==> src/sv/sema_pkg.sv <==
package sema_pkg;

  // Q30 fixed point for the trig polynomials
  localparam logic [31:0] Q30_ONE      = 32'h4000_0000;
  localparam logic [31:0] RAD_PER_UNIT = 32'd102944;
  localparam logic [14:0] TRIG_MAX     = 15'h7FFF;
  localparam logic [63:0] ROUND_HALF   = 64'd8192;
  localparam logic [63:0] SQRT_TOP_BIT = 64'h4000_0000_0000_0000;

  // constant division by reciprocal multiply, exact for numerators below 2^30
  localparam int unsigned SH_42 = 36;
  localparam int unsigned SH_20 = 35;
  localparam int unsigned SH_6  = 33;
  localparam int unsigned SH_56 = 36;
  localparam int unsigned SH_30 = 35;
  localparam int unsigned SH_12 = 34;
  localparam logic [31:0] RCP_42 = 32'((64'd1 << SH_42) / 64'd42 + 64'd1);
  localparam logic [31:0] RCP_20 = 32'((64'd1 << SH_20) / 64'd20 + 64'd1);
  localparam logic [31:0] RCP_6  = 32'((64'd1 << SH_6) / 64'd6 + 64'd1);
  localparam logic [31:0] RCP_56 = 32'((64'd1 << SH_56) / 64'd56 + 64'd1);
  localparam logic [31:0] RCP_30 = 32'((64'd1 << SH_30) / 64'd30 + 64'd1);
  localparam logic [31:0] RCP_12 = 32'((64'd1 << SH_12) / 64'd12 + 64'd1);

  typedef enum logic [4:0] {
    OP_NONE, OP_LOAD, OP_TX, OP_TX2, OP_SD42, OP_MT2, OP_SD20, OP_SD6, OP_SMX,
    OP_CD56, OP_CD30, OP_CD12, OP_CFIN, OP_ACC_C, OP_ACC_S, OP_DIV_MEAN,
    OP_MEAN_CAP, OP_MAGS, OP_PLL, OP_PLH, OP_PHL, OP_DEV, OP_DIV_DEV,
    OP_RND_CAP, OP_SQA, OP_SQB, OP_SQRT, OP_EMIT
  } op_t;

  typedef enum logic [5:0] {
    ST_IDLE, ST_TX, ST_TX2, ST_SD42, ST_SM1, ST_SD20, ST_SM2, ST_SD6, ST_SMX,
    ST_CD56, ST_CM1, ST_CD30, ST_CM2, ST_CD12, ST_CM3, ST_CFIN, ST_ACC_C,
    ST_ACC_S, ST_CLOSE, ST_WMEAN,
    ST_MAGS_C, ST_PLL_C, ST_PLH_C, ST_PHL_C, ST_DEV_C, ST_DIV_C, ST_WDIV_C,
    ST_MAGS_S, ST_PLL_S, ST_PLH_S, ST_PHL_S, ST_DEV_S, ST_DIV_S, ST_WDIV_S,
    ST_SQA, ST_SQB, ST_SQRT, ST_WSQRT, ST_EMIT
  } state_t;

  typedef struct packed {
    op_t  op;
    logic sine;
  } dp_cmd_t;

  typedef struct packed {
    logic count_full;
    logic count_zero;
    logic div_done;
    logic sqrt_done;
  } dp_stat_t;

  // round Q30 to Q1.15 and clamp
  function automatic logic [14:0] q30_to_q15(input logic [31:0] v);
    logic [31:0] s;
    logic [16:0] r;
    s = v + 32'h0000_4000;
    r = s[31:15];
    return (r > {2'b00, TRIG_MAX}) ? TRIG_MAX : r[14:0];
  endfunction

endpackage

==> src/sv/sema_ctrl.sv <==
module sema_ctrl (
  input  logic               clk,
  input  logic               rst,
  input  logic               in_valid,
  input  logic               in_last,
  input  logic               in_empty,
  output logic               in_ready,
  output logic               out_valid,
  input  logic               out_ready,
  output sema_pkg::dp_cmd_t  cmd,
  input  sema_pkg::dp_stat_t stat
);
  sema_pkg::state_t state, state_next;
  logic close, close_next;
  logic out_valid_next;

  always_ff @(posedge clk) begin
    if (rst) begin
      state     <= sema_pkg::ST_IDLE;
      close     <= 1'b0;
      out_valid <= 1'b0;
    end else begin
      state     <= state_next;
      close     <= close_next;
      out_valid <= out_valid_next;
    end
  end

  always_comb begin
    state_next     = state;
    close_next     = close;
    out_valid_next = out_valid && !out_ready;
    in_ready       = 1'b0;
    cmd.op         = sema_pkg::OP_NONE;
    cmd.sine       = 1'b0;
    unique case (state)
      sema_pkg::ST_IDLE: begin
        in_ready = 1'b1;
        if (in_valid) begin
          cmd.op     = sema_pkg::OP_LOAD;
          close_next = in_last || in_empty;
          if (!in_empty && !stat.count_full) state_next = sema_pkg::ST_TX;
          else if (in_last || in_empty) state_next = sema_pkg::ST_CLOSE;
        end
      end
      // sine and cosine polynomials
      sema_pkg::ST_TX:   begin cmd.op = sema_pkg::OP_TX;   state_next = sema_pkg::ST_TX2; end
      sema_pkg::ST_TX2:  begin cmd.op = sema_pkg::OP_TX2;  state_next = sema_pkg::ST_SD42; end
      sema_pkg::ST_SD42: begin cmd.op = sema_pkg::OP_SD42; state_next = sema_pkg::ST_SM1; end
      sema_pkg::ST_SM1:  begin cmd.op = sema_pkg::OP_MT2;  state_next = sema_pkg::ST_SD20; end
      sema_pkg::ST_SD20: begin cmd.op = sema_pkg::OP_SD20; state_next = sema_pkg::ST_SM2; end
      sema_pkg::ST_SM2:  begin cmd.op = sema_pkg::OP_MT2;  state_next = sema_pkg::ST_SD6; end
      sema_pkg::ST_SD6:  begin cmd.op = sema_pkg::OP_SD6;  state_next = sema_pkg::ST_SMX; end
      sema_pkg::ST_SMX:  begin cmd.op = sema_pkg::OP_SMX;  state_next = sema_pkg::ST_CD56; end
      sema_pkg::ST_CD56: begin cmd.op = sema_pkg::OP_CD56; state_next = sema_pkg::ST_CM1; end
      sema_pkg::ST_CM1:  begin cmd.op = sema_pkg::OP_MT2;  state_next = sema_pkg::ST_CD30; end
      sema_pkg::ST_CD30: begin cmd.op = sema_pkg::OP_CD30; state_next = sema_pkg::ST_CM2; end
      sema_pkg::ST_CM2:  begin cmd.op = sema_pkg::OP_MT2;  state_next = sema_pkg::ST_CD12; end
      sema_pkg::ST_CD12: begin cmd.op = sema_pkg::OP_CD12; state_next = sema_pkg::ST_CM3; end
      sema_pkg::ST_CM3:  begin cmd.op = sema_pkg::OP_MT2;  state_next = sema_pkg::ST_CFIN; end
      sema_pkg::ST_CFIN: begin cmd.op = sema_pkg::OP_CFIN; state_next = sema_pkg::ST_ACC_C; end
      sema_pkg::ST_ACC_C: begin cmd.op = sema_pkg::OP_ACC_C; state_next = sema_pkg::ST_ACC_S; end
      sema_pkg::ST_ACC_S: begin
        cmd.op     = sema_pkg::OP_ACC_S;
        state_next = close ? sema_pkg::ST_CLOSE : sema_pkg::ST_IDLE;
      end
      // slice close: mean
      sema_pkg::ST_CLOSE: begin
        if (stat.count_zero) state_next = sema_pkg::ST_EMIT;
        else begin
          cmd.op     = sema_pkg::OP_DIV_MEAN;
          state_next = sema_pkg::ST_WMEAN;
        end
      end
      sema_pkg::ST_WMEAN: begin
        if (stat.div_done) begin
          cmd.op     = sema_pkg::OP_MEAN_CAP;
          state_next = sema_pkg::ST_MAGS_C;
        end
      end
      // cosine component
      sema_pkg::ST_MAGS_C: begin cmd.op = sema_pkg::OP_MAGS; state_next = sema_pkg::ST_PLL_C; end
      sema_pkg::ST_PLL_C:  begin cmd.op = sema_pkg::OP_PLL;  state_next = sema_pkg::ST_PLH_C; end
      sema_pkg::ST_PLH_C:  begin cmd.op = sema_pkg::OP_PLH;  state_next = sema_pkg::ST_PHL_C; end
      sema_pkg::ST_PHL_C:  begin cmd.op = sema_pkg::OP_PHL;  state_next = sema_pkg::ST_DEV_C; end
      sema_pkg::ST_DEV_C:  begin cmd.op = sema_pkg::OP_DEV;  state_next = sema_pkg::ST_DIV_C; end
      sema_pkg::ST_DIV_C: begin cmd.op = sema_pkg::OP_DIV_DEV; state_next = sema_pkg::ST_WDIV_C; end
      sema_pkg::ST_WDIV_C: begin
        if (stat.div_done) begin
          cmd.op     = sema_pkg::OP_RND_CAP;
          state_next = sema_pkg::ST_MAGS_S;
        end
      end
      // sine component
      sema_pkg::ST_MAGS_S: begin
        cmd.op = sema_pkg::OP_MAGS; cmd.sine = 1'b1; state_next = sema_pkg::ST_PLL_S;
      end
      sema_pkg::ST_PLL_S: begin cmd.op = sema_pkg::OP_PLL; state_next = sema_pkg::ST_PLH_S; end
      sema_pkg::ST_PLH_S: begin cmd.op = sema_pkg::OP_PLH; state_next = sema_pkg::ST_PHL_S; end
      sema_pkg::ST_PHL_S: begin cmd.op = sema_pkg::OP_PHL; state_next = sema_pkg::ST_DEV_S; end
      sema_pkg::ST_DEV_S: begin cmd.op = sema_pkg::OP_DEV; state_next = sema_pkg::ST_DIV_S; end
      sema_pkg::ST_DIV_S: begin cmd.op = sema_pkg::OP_DIV_DEV; state_next = sema_pkg::ST_WDIV_S; end
      sema_pkg::ST_WDIV_S: begin
        if (stat.div_done) begin
          cmd.op     = sema_pkg::OP_RND_CAP;
          cmd.sine   = 1'b1;
          state_next = sema_pkg::ST_SQA;
        end
      end
      // magnitude
      sema_pkg::ST_SQA:  begin cmd.op = sema_pkg::OP_SQA;  state_next = sema_pkg::ST_SQB; end
      sema_pkg::ST_SQB:  begin cmd.op = sema_pkg::OP_SQB;  state_next = sema_pkg::ST_SQRT; end
      sema_pkg::ST_SQRT: begin cmd.op = sema_pkg::OP_SQRT; state_next = sema_pkg::ST_WSQRT; end
      sema_pkg::ST_WSQRT: begin
        if (stat.sqrt_done) state_next = sema_pkg::ST_EMIT;
      end
      // wait for a free output register
      sema_pkg::ST_EMIT: begin
        if (!out_valid || out_ready) begin
          cmd.op         = sema_pkg::OP_EMIT;
          out_valid_next = 1'b1;
          close_next     = 1'b0;
          state_next     = sema_pkg::ST_IDLE;
        end
      end
      default: state_next = sema_pkg::ST_IDLE;
    endcase
  end
endmodule

==> config.mk <==
export PLATFORM = sky130hd
export DESIGN_NAME = sema_ctrl
export DESIGN_NICKNAME = d
export VERILOG_FILES = /design/src/sv/sema_pkg.sv /design/src/sv/sema_ctrl.sv
export SDC_FILE = /design/constraint.sdc
export NUM_CORES = 1
export LEC_CHECK = 0
export ABC_CLOCK_PERIOD_IN_PS = 2300
export BUFFER_PORTS_ARGS = -buffer_cell sky130_fd_sc_hd__buf_2
export CAP_MARGIN = 10
export CORE_MARGIN = 2
export CORE_UTILIZATION = 35
export CTS_CLUSTER_SIZE = 8
export DETAILED_ROUTE_END_ITERATION = 7
export HOLD_SLACK_MARGIN = 0.05
export SLEW_MARGIN = 0
export SYNTH_ARGS = -nofsm -noshare
export SYNTH_HDL_FRONTEND = slang
export SYNTH_SLANG_ARGS = --single-unit
==> constraint.sdc <==
create_clock -name clk -period 2.3 [get_ports clk]
set_clock_uncertainty 0.15 [all_clocks]
set_input_delay 0.115 -clock clk [delete_from_list [all_inputs] [get_ports clk]]
set_output_delay 0.115 -clock clk [all_outputs]
set_load 0.05 [all_outputs]
==> results of run 1 <==
[routing by layer]
layer,share of wire,vias to the layer above,track usage
met1,0.43,713,0.296
met3,0.095,12,0.0357
met5,0,-,0
met4,0.022,0,0.0815
li1,-,752,-
met2,0.45,93,0.303
[through the flow]
stage          instance area, um^2  hold WS [ns]  power, uW  worst slack [ns]
3_5_place_dp                  1450         0.252       1930             0.228
2_1_floorplan                 1250         0.128       1530            0.0152
6_report                      1530        0.0701       2130             0.129
4_1_cts                       1500        0.0525       2060          0.000517
3_3_place_gp                  1450         0.243       1940             0.202
5_1_grt                       1530        0.0882       2280            0.0160
[worst paths after layout]
check / end / slack [ns]
hold reg to reg: state[3] / 0.38
setup reg to reg: state[2] / 0.27
hold / removal: out_valid / 0.07
setup / recovery: cmd[1] / 0.13
[sequential cells by signal, summed over array words and instances (netlist names)]
| register | count |
|---|---|
| close | 1 |
| out_valid | 1 |
| state | 6 |
[placed cells by master, fill, tap and decap left out, drive strengths merged, types with 2 or more instances in the layout]
cell type    instances
or3                  2
o21a                 2
nor3                 8
a22o                 2
o211ai               2
o221ai               3
nor3b                2
a211oi               5
o32ai                2
o22ai                4
a21boi               2
and2                 4
dlygate4sd3          2
a32o                 2
nor2                11
and3                 2
nor2b                6
a21oi               17
a311oi               2
a221oi               2
xor2                 2
buf                 36
a22oi                3
nand2               12
inv                  5
and3b                2
nand3               10
o21ai               14
dfxtp                8
or2                  2
clkbuf               4
nor4                 3
nand2b               8
[power breakdown]
part | leakage, uW | switching (uW) | total, uW | internal, uW
clock | 0.0000138 | 46.3 | 106 | 59.6
combinational | 0.000509 | 1080 | 1750 | 671
sequential | 0.0000678 | 83.9 | 272 | 188
total | 0.000591 | 1210 | 2130 | 919
[cell families (layout without fill, tap and decap cells)]
group / after synthesis / count (layout) / share of synthesized area
and+or+nand+nor: 77 / 77 / 0.357
AOI/OAI and AO/OA: 70 / 70 / 0.386
buffers and inverters: 23 / 47 / 0.0904
DFF: 8 / 8 / 0.129
xor gates and xnor gates: 3 / 3 / 0.0211
muxes: 2 / 2 / 0.0171
[worst max-delay path, cell delays in order, from the launching register on]
cell and delay, ns:
dfxtp_2 0.37, buf_4 0.21, or2_2 0.34, nor3_1 0.15
a21oi_1 0.08, o311a_1 0.11, o21ai_1 0.14, clkbuf_4 0.25
[repair_timing]
item,4_1_cts,5_1_grt
hold endpoints to repair,7,0
gates resized for setup,1,13
hold buffers,2,0
setup endpoints to repair,1,5
pin swaps,0,0
[layout make-up]
| class | instances | area [um^2] | share of cell area |
|---|---|---|---|
| tap | 46 | 57.6 | 0.0377 |
| timing repair buffer | 39 | 275 | 0.180 |
| multi-input combinational | 152 | 983 | 0.645 |
| clock buffer | 3 | 22.5 | 0.0148 |
| inverter | 5 | 18.8 | 0.0123 |
| sequential | 8 | 168 | 0.110 |
==> results_dict.tcl, run 1 <==
set metrics [dict create \
    outcome "completed" \
    placed_cells 248 \
    final_util 0.450 \
    drive_gt1_frac 0.275 \
    post-synth-top-count-cell "a21oi_1" \
    firstDrtPassIters 5 \
    synth_edf_count 0 \
    post_cts_buffers 0 \
    rsz0062_at_grt "no" \
    worstMarginPinSlew_ns 0.359 \
    worstSetupEndpointType "output port" \
    num_antenna_cells 0 \
    syn_nets 193 \
    core.rowCount 21 \
    worstSetupPathType "reg2out" \
    fmax_mhz 461 \
    h-tree-depth 1 \
    cts_root_buffer "clkbuf_4" \
    p_leak_uw 0.000591 \
    worst-path-max-fanout 17 \
    cts.clk_slew.worst_paths_ns 0.05 \
    area_growth_pct 22.4 \
    hpwlAfterDp_mm 3.11 \
    start_util 0.368 \
    grt_usage 0.206 \
    synth-main-ff-cell "dfxtp_1" \
    clk_latency_ns 0.25 \
    arrival_ns 1.91 \
    fin_cells 253 \
    ys_types 56 \
    antenna_found_initial 0 \
    portBuffers 17 \
    synth_common_cells "17 x a21oi_1, 14 x o21ai_0, 12 x nand2_1" \
    min_from "out_ready" \
    fin_crit_sh 0.944 \
    startpoint "state[0]" \
    gr-total-overflow 0 \
    nFillCells 349 \
    tritoncts "built" \
    coreArea_um2 3390 \
    vias 1570 \
    vias_per_cell 6.21 \
    seq_area_frac_synth 0.129 \
    startpoint_type "flip-flop" \
    grt_max_degree 23 \
    synth_top_area_cell "dfxtp_1" \
    drtIter0Drc 101 \
    drc 0 \
    postRouteAntennaNets 0 \
    syn_inst 183 \
    drv_slew 0 \
    cts_sinks 8 \
    required_ns 2.04 \
    die-height_um 63.7 \
    pin_count 18 \
    routed_wl_mm 4.12 \
    finalSetupViolations 0 \
    final_nets 219 \
    ys_warn_count 0 \
    syn-cell-area_um2 1250 \
    ys_ff_latch 8 \
    min_delay_path_depth 3 \
    period_minus_slack_ns 2.17 \
    syn_avg_cell_area_um2 6.81 \
    hold_violations 0 \
    synthDominantCellAreaShare 0.129 \
    totalNegativeSetupSlack_ns 0 \
    dieArea_um2 4050 \
    p_per_area_nw_per_um2 1400 \
    post_drt_wl_per_cell_um 16.3 \
    cap_violations 0 \
    die_w_um 63.7 \
    clockBufferDepth 2 \
    max_slew_margin 0.759 \
    synthTopCellsByArea "dfxtp_1 13%, a21oi_1 6.8%, o21ai_0 5.6%" \
    first_global_vias 1361 \
    gp_congestion 0.931 \
    reg2regPathDepth 6 \
    peakVddDrop_mv 0.616 \
    grt_first_pass_wirelength_mm 6.69 \
    cts_made_buffers 3 \
    min_path_type "in2reg" \
    async_flop_share 0 \
    crit-reg2reg-launch "state[4]" \
]
Power figures use the tool's default switching activity.
==> run 2: changes to the inputs <==
ABC_AREA = 1   (was default)
BUFFER_PORTS_ARGS = default   (was -buffer_cell sky130_fd_sc_hd__buf_2)
CTS_CLUSTER_DIAMETER = 200   (was default)
DONT_BUFFER_PORTS = 1   (was default)
==> run 2 against run 1 <==
Net effect: largest power group unchanged; sequential share of layout area fell by 0.21 points; highest routed layer unchanged; clock power barely moved; critical endpoint is now cmd[5]; maximum frequency fell by 2.1%; synthesized cell count rose by 33%; power fell by 22%; final cell count rose by 24%.
==> results_dict.tcl, run 2 <==
set metrics [dict create \
    vias_per_cell 5.72 \
    cts_sinks 8 \
    synth-main-ff-cell "dfxtp_1" \
    die-height_um 63.3 \
    timing.rr.end "state[1]" \
    p_per_area_nw_per_um2 1060 \
    clk_latency_ns 0.25 \
    cts.clk_slew.worst_paths_ns 0.05 \
    postRouteAntennaNets 0 \
    syn-cell-area_um2 1230 \
    ys_warn_count 0 \
    worstSetupEndpointType "output port" \
    post-synth-top-count-cell "nand2_1" \
    hpwlAfterDp_mm 3.19 \
    coreArea_um2 3360 \
    antenna_found_initial 0 \
    clockBufferDepth 2 \
    seq_area_frac_synth 0.130 \
    syn_avg_cell_area_um2 5.05 \
    synth_common_cells "79 x nand2_1, 40 x nand3_1, 40 x nor2_1" \
    async_flop_share 0 \
    hold_end "state[0]" \
    first_global_vias 1514 \
    met1_usage 0.255 \
    grt_most_used_layer "met2" \
    cp_cell_sequence "inv_1, nand2_1, nor2_1, nand2_2, nand2_1, nand2_1, nand3_2, nor4_4, nand2_1, buf_12" \
    fin_crit_sh 0.964 \
    use_met2 0.330 \
    r2r_setup_slack_ns 0.38 \
    cts_root_buffer "clkbuf_4" \
    arrival_ns 1.95 \
    min_from "stat[2]" \
    nFillCells 381 \
    min_delay_path_depth 5 \
    vias 1789 \
    drc 0 \
    hold_violations 0 \
    finalSetupViolations 0 \
    p_leak_uw 0.000948 \
    reg2regPathDepth 10 \
    area_growth_pct 27.1 \
    max_slew_margin 0.636 \
    startpoint_type "flip-flop" \
    min_path_type "in2reg" \
    post_drt_wl_per_cell_um 14.0 \
    worstMarginPinSlew_ns 0.545 \
    hold_ws_ns 0.101 \
    drive_gt1_frac 0.191 \
    crit-reg2reg-launch "state[5]" \
    regMostFlops "state" \
    pin_count 18 \
    outcome "completed" \
    drv_slew 0 \
    grt_use_met3 0.0536 \
    gp_congestion 0.940 \
    gr-total-overflow 0 \
    period_minus_slack_ns 2.22 \
    worstSetupPathType "reg2out" \
    routed_wl_mm 4.38 \
    mostFrequentLayoutCell "nand2_1" \
    start_util 0.366 \
    worst-path-max-fanout 7 \
    syn_nets 254 \
    peakVddDrop_mv 0.518 \
    largest_reg_flops 6 \
    ys_types 22 \
    fmax_mhz 451 \
    synthDominantCellAreaShare 0.241 \
    grt_usage 0.201 \
    cp_common_cell "nand2_1" \
    cts_made_buffers 3 \
    die_w_um 63.3 \
    ys_ff_latch 8 \
    tritoncts "built" \
    critPathMaxStageDelay_ns 0.39 \
    portBuffers 0 \
    dieArea_um2 4010 \
    synth_top_area_cell "nand2_1" \
    firstDrtPassIters 5 \
    final_nets 279 \
    path_delay_family "simple AND/OR/NAND/NOR gates" \
    crit_buf_inv 2 \
    syn_inst 244 \
    drtIter0Drc 158 \
    num_antenna_cells 0 \
    final_util 0.466 \
    cap_violations 0 \
    required_ns 2.04 \
    grt_first_pass_wirelength_mm 6.53 \
    top_regs "state x6, close x1, out_valid x1" \
    startpoint "state[2]" \
    core.rowCount 21 \
    synth_edf_count 0 \
    h-tree-depth 1 \
    place_ws_ns 0.193 \
    synthTopCellsByArea "nand2_1 24%, nand3_1 16%, dfxtp_1 13%" \
    critPathSlowestCell "dfxtp_4" \
    setup_ws_ns 0.0817 \
    final_cell_mix "78 x nand2_1, 40 x nor2_1, 38 x nand3_1" \
    grt_max_degree 20 \
]
## run 2: cell types whose count changed after synthesis, moves of 7 or more
cell	previous run	this run
inv_2	0	8
nand2_1	12	79
a21oi_1	17	7
nand4_1	1	8
nor2_1	10	40
nand2b_1	8	0
o21ai_0	14	5
nand3_1	10	40
inv_1	5	18
## run 2: cell type report
| cell class | count | area (um^2) | share of cell area |
|---|---|---|---|
| timing repair buffer | 26 | 248 | 0.158 |
| clock buffer | 3 | 22.5 | 0.0144 |
| sequential | 8 | 169 | 0.108 |
| inverter | 26 | 97.6 | 0.0623 |
| multi-input combinational | 204 | 972 | 0.621 |
| tap | 46 | 57.6 | 0.0367 |
## run 2: metrics by stage
stage | cells | area, um^2 | TNS (ns) | total power, uW
global route | 313 | 1570 | -0.00403 | 1760
finish | 313 | 1570 | 0 | 1650
floorplan | 244 | 1230 | 0 | 1070
CTS | 304 | 1450 | 0 | 1520
global placement | 295 | 1360 | 0 | 1410
detailed placement | 295 | 1360 | 0 | 1400
## run 2: per-layer routing
metal / part of all wire / routed length, um / vias to the layer above
li1: - / - / 852
met1: 0.38 / 1680 / 790
met2: 0.48 / 2080 / 139
met3: 0.12 / 536 / 8
met4: 0.017 / 76 / 0
met5: 0 / 0 / -
## run 2: worst max-delay path by stage
stage | endpoint | slack [ns] | cells past startpoint
2_1_floorplan | cmd[0] | 0.07 | 6
3_3_place_gp | cmd[5] | 0.16 | 10
3_5_place_dp | cmd[5] | 0.19 | 10
4_1_cts | cmd[5] | 0.01 | 10
5_1_grt | cmd[5] | -0.004 | 10
6_report | cmd[5] | 0.08 | 10
## run 2: what timing repair did
item,CTS,global route
setup endpoints to repair,2,4
gates resized for setup,1,11
setup buffers,0,9
pin swaps,0,4
hold buffers,6,0
hold endpoints to repair,8,0
## run 2: power breakdown
group / leakage, uW / internal (uW) / switching (uW)
registers: 0.0000679 / 177 / 56.8
clock network: 0.0000138 / 59.4 / 43.5
logic: 0.000866 / 464 / 852
total: 0.000948 / 700 / 953
## run 2: cells by family after synthesis
family,count (synthesis),synth area share
compound gates,18,0.0853
buf+inv,32,0.108
flops,8,0.130
simple gates,186,0.677
## run 2: worst min-delay path, stage by stage
cell     delay (ns)
o21ai_1        0.08
nor2_1         0.09
nand2_1        0.06
nand2_1        0.05
a21oi_1        0.05
==> run 3: changes to the inputs <==
CORE_ASPECT_RATIO = 0.75   (was default)
REMOVE_ABC_BUFFERS = 1   (was default)
==> run 3 against run 2 <==
Net effect: flip-flop and latch count stayed put; power rose by 1.6%; first-iteration DRC count rose by 58%; core utilization fell by 1.5 points; critical endpoint unchanged; largest power group unchanged; highest routed layer unchanged.
==> results_dict.tcl, run 3 (synthesis gave the netlist of run 2 again) <==
set metrics [dict create \
    post_drt_wl_per_cell_um 14.2 \
    firstDrtPassIters 5 \
    top_regs "state x6, close x1, out_valid x1" \
    num_antenna_cells 0 \
    p_leak_uw 0.000912 \
    mostFrequentLayoutCell "nand2_1" \
    clk_latency_ns 0.22 \
    r2r_setup_slack_ns 0.39 \
    hold_violations 0 \
    pin_count 18 \
    grt_usage 0.212 \
    cp_common_cell "nand2_1" \
    routed_wl_mm 4.29 \
    hpwlAfterDp_mm 3.30 \
    core.rowCount 18 \
    area_growth_pct 21.9 \
    placed_cells 289 \
    coreArea_um2 3330 \
    drc 0 \
    period_minus_slack_ns 2.17 \
    final_nets 274 \
    drtIter0Drc 249 \
    critPathMaxStageDelay_ns 0.35 \
    first_global_vias 1473 \
    finalSetupViolations 0 \
    worstSetupPathType "reg2out" \
    grt_first_pass_wirelength_mm 6.81 \
    h-tree-depth 1 \
    fin_cells 302 \
    max_slew_margin 0.732 \
    portBuffers 0 \
    cp_cell_sequence "buf_4, nand2_1, inv_2, nand2_1, inv_1, nand2_1, nand2_1, nor2_1, o2111a_1, nand2_1, buf_12" \
    startpoint_type "flip-flop" \
    outcome "completed" \
    grt_max_degree 20 \
    nFillCells 369 \
    hold_ws_ns 0.0514 \
    antenna_found_initial 0 \
    regMostFlops "state" \
    seqCellArea_um2 164 \
    die_w_um 72.5 \
    gp_congestion 1.00 \
    arrival_ns 1.91 \
    p_per_area_nw_per_um2 1120 \
    vias_per_cell 5.60 \
    rsz0062_at_grt "no" \
    worstMarginPinSlew_ns 0.399 \
    required_ns 2.04 \
    crit_buf_inv 4 \
    drv_slew 0 \
    peakVddDrop_mv 0.624 \
    die-height_um 55.4 \
    largest_reg_flops 6 \
    multi_input_area_um2 962 \
    vias 1691 \
    clockBufferDepth 2 \
    worstSetupEndpointType "output port" \
    path_delay_family "simple AND/OR/NAND/NOR gates" \
    cap_violations 0 \
    cts_made_buffers 3 \
    fmax_mhz 460 \
    worst-path-max-fanout 4 \
    postRouteAntennaNets 0 \
    final_cell_mix "78 x nand2_1, 40 x nand3_1, 39 x nor2_1" \
    tritoncts "built" \
    cts_root_buffer "clkbuf_8" \
    gr-total-overflow 0 \
    start_util 0.370 \
    final_util 0.451 \
    critPathSlowestCell "dfxtp_1" \
    fin_crit_sh 0.945 \
    totalNegativeSetupSlack_ns 0 \
    total_power_uw 1680 \
    cts_sinks 8 \
    drive_gt1_frac 0.168 \
    cts.clk_slew.worst_paths_ns 0.04 \
    min_path_type "in2reg" \
    dieArea_um2 4020 \
]
run 3: cell count changes in the layout (fill, tap and decap cells not counted), sizes merged:
cell / delta
nor2: +1
dlygate4sd3: -1
buf: -5
run 3: area by class of cell:
cell class,instances,area share
clock buffers,3,0.0275
inverters,26,0.0649
multi-input cells,205,0.640
flip-flops and latches,8,0.109
well taps,40,0.0333
repair buffers,20,0.125
run 3: path summary, 6_finish.rpt:
check        startpoint  endpoint  cells after the start
max            state[0]    cmd[5]                     11
min             stat[2]  state[5]                      4
max reg2reg    state[5]     close                      6
min reg2reg    state[1]  state[1]                      2
run 3: through the flow:
stage	setup slack (ns)	area [um^2]
2_1_floorplan	0.0586	1200
3_3_place_gp	0.287	1360
3_5_place_dp	0.291	1360
4_1_cts	0.0384	1450
5_1_grt	0.00164	1500
6_report	0.127	1500
run 3: where the power goes:
group	switching (uW)	total [uW]	internal (uW)
logic	861	1280	424
clock network	53.0	166	113
registers	53.4	228	175
total	968	1680	712
run 3: what timing repair did:
action | CTS | global route
endpoints found under the setup margin | 0 | 5
resized for setup | 0 | 7
hold endpoints to repair | 8 | 0
hold buffers | 5 | 0
buffers inserted | 0 | 4
run 3: worst register-to-register path, delay by kind of cell, from the launching register on:
kind / cells / cell delay [ns]
AOI/OAI and AO/OA: 2 / 0.17
DFF: 1 / 0.42
and+or+nand+nor: 2 / 0.41
buffers and inverters: 2 / 0.65
run 3: per-layer routing:
| layer | GRT usage | wire length (um) | vias to the layer above |
|---|---|---|---|
| li1 | - | - | 837 |
| met4 | 0.0370 | 96 | 0 |
| met5 | 0 | 0 | - |
| met3 | 0.0858 | 620 | 16 |
| met1 | 0.322 | 1910 | 715 |
| met2 | 0.279 | 1660 | 123 |
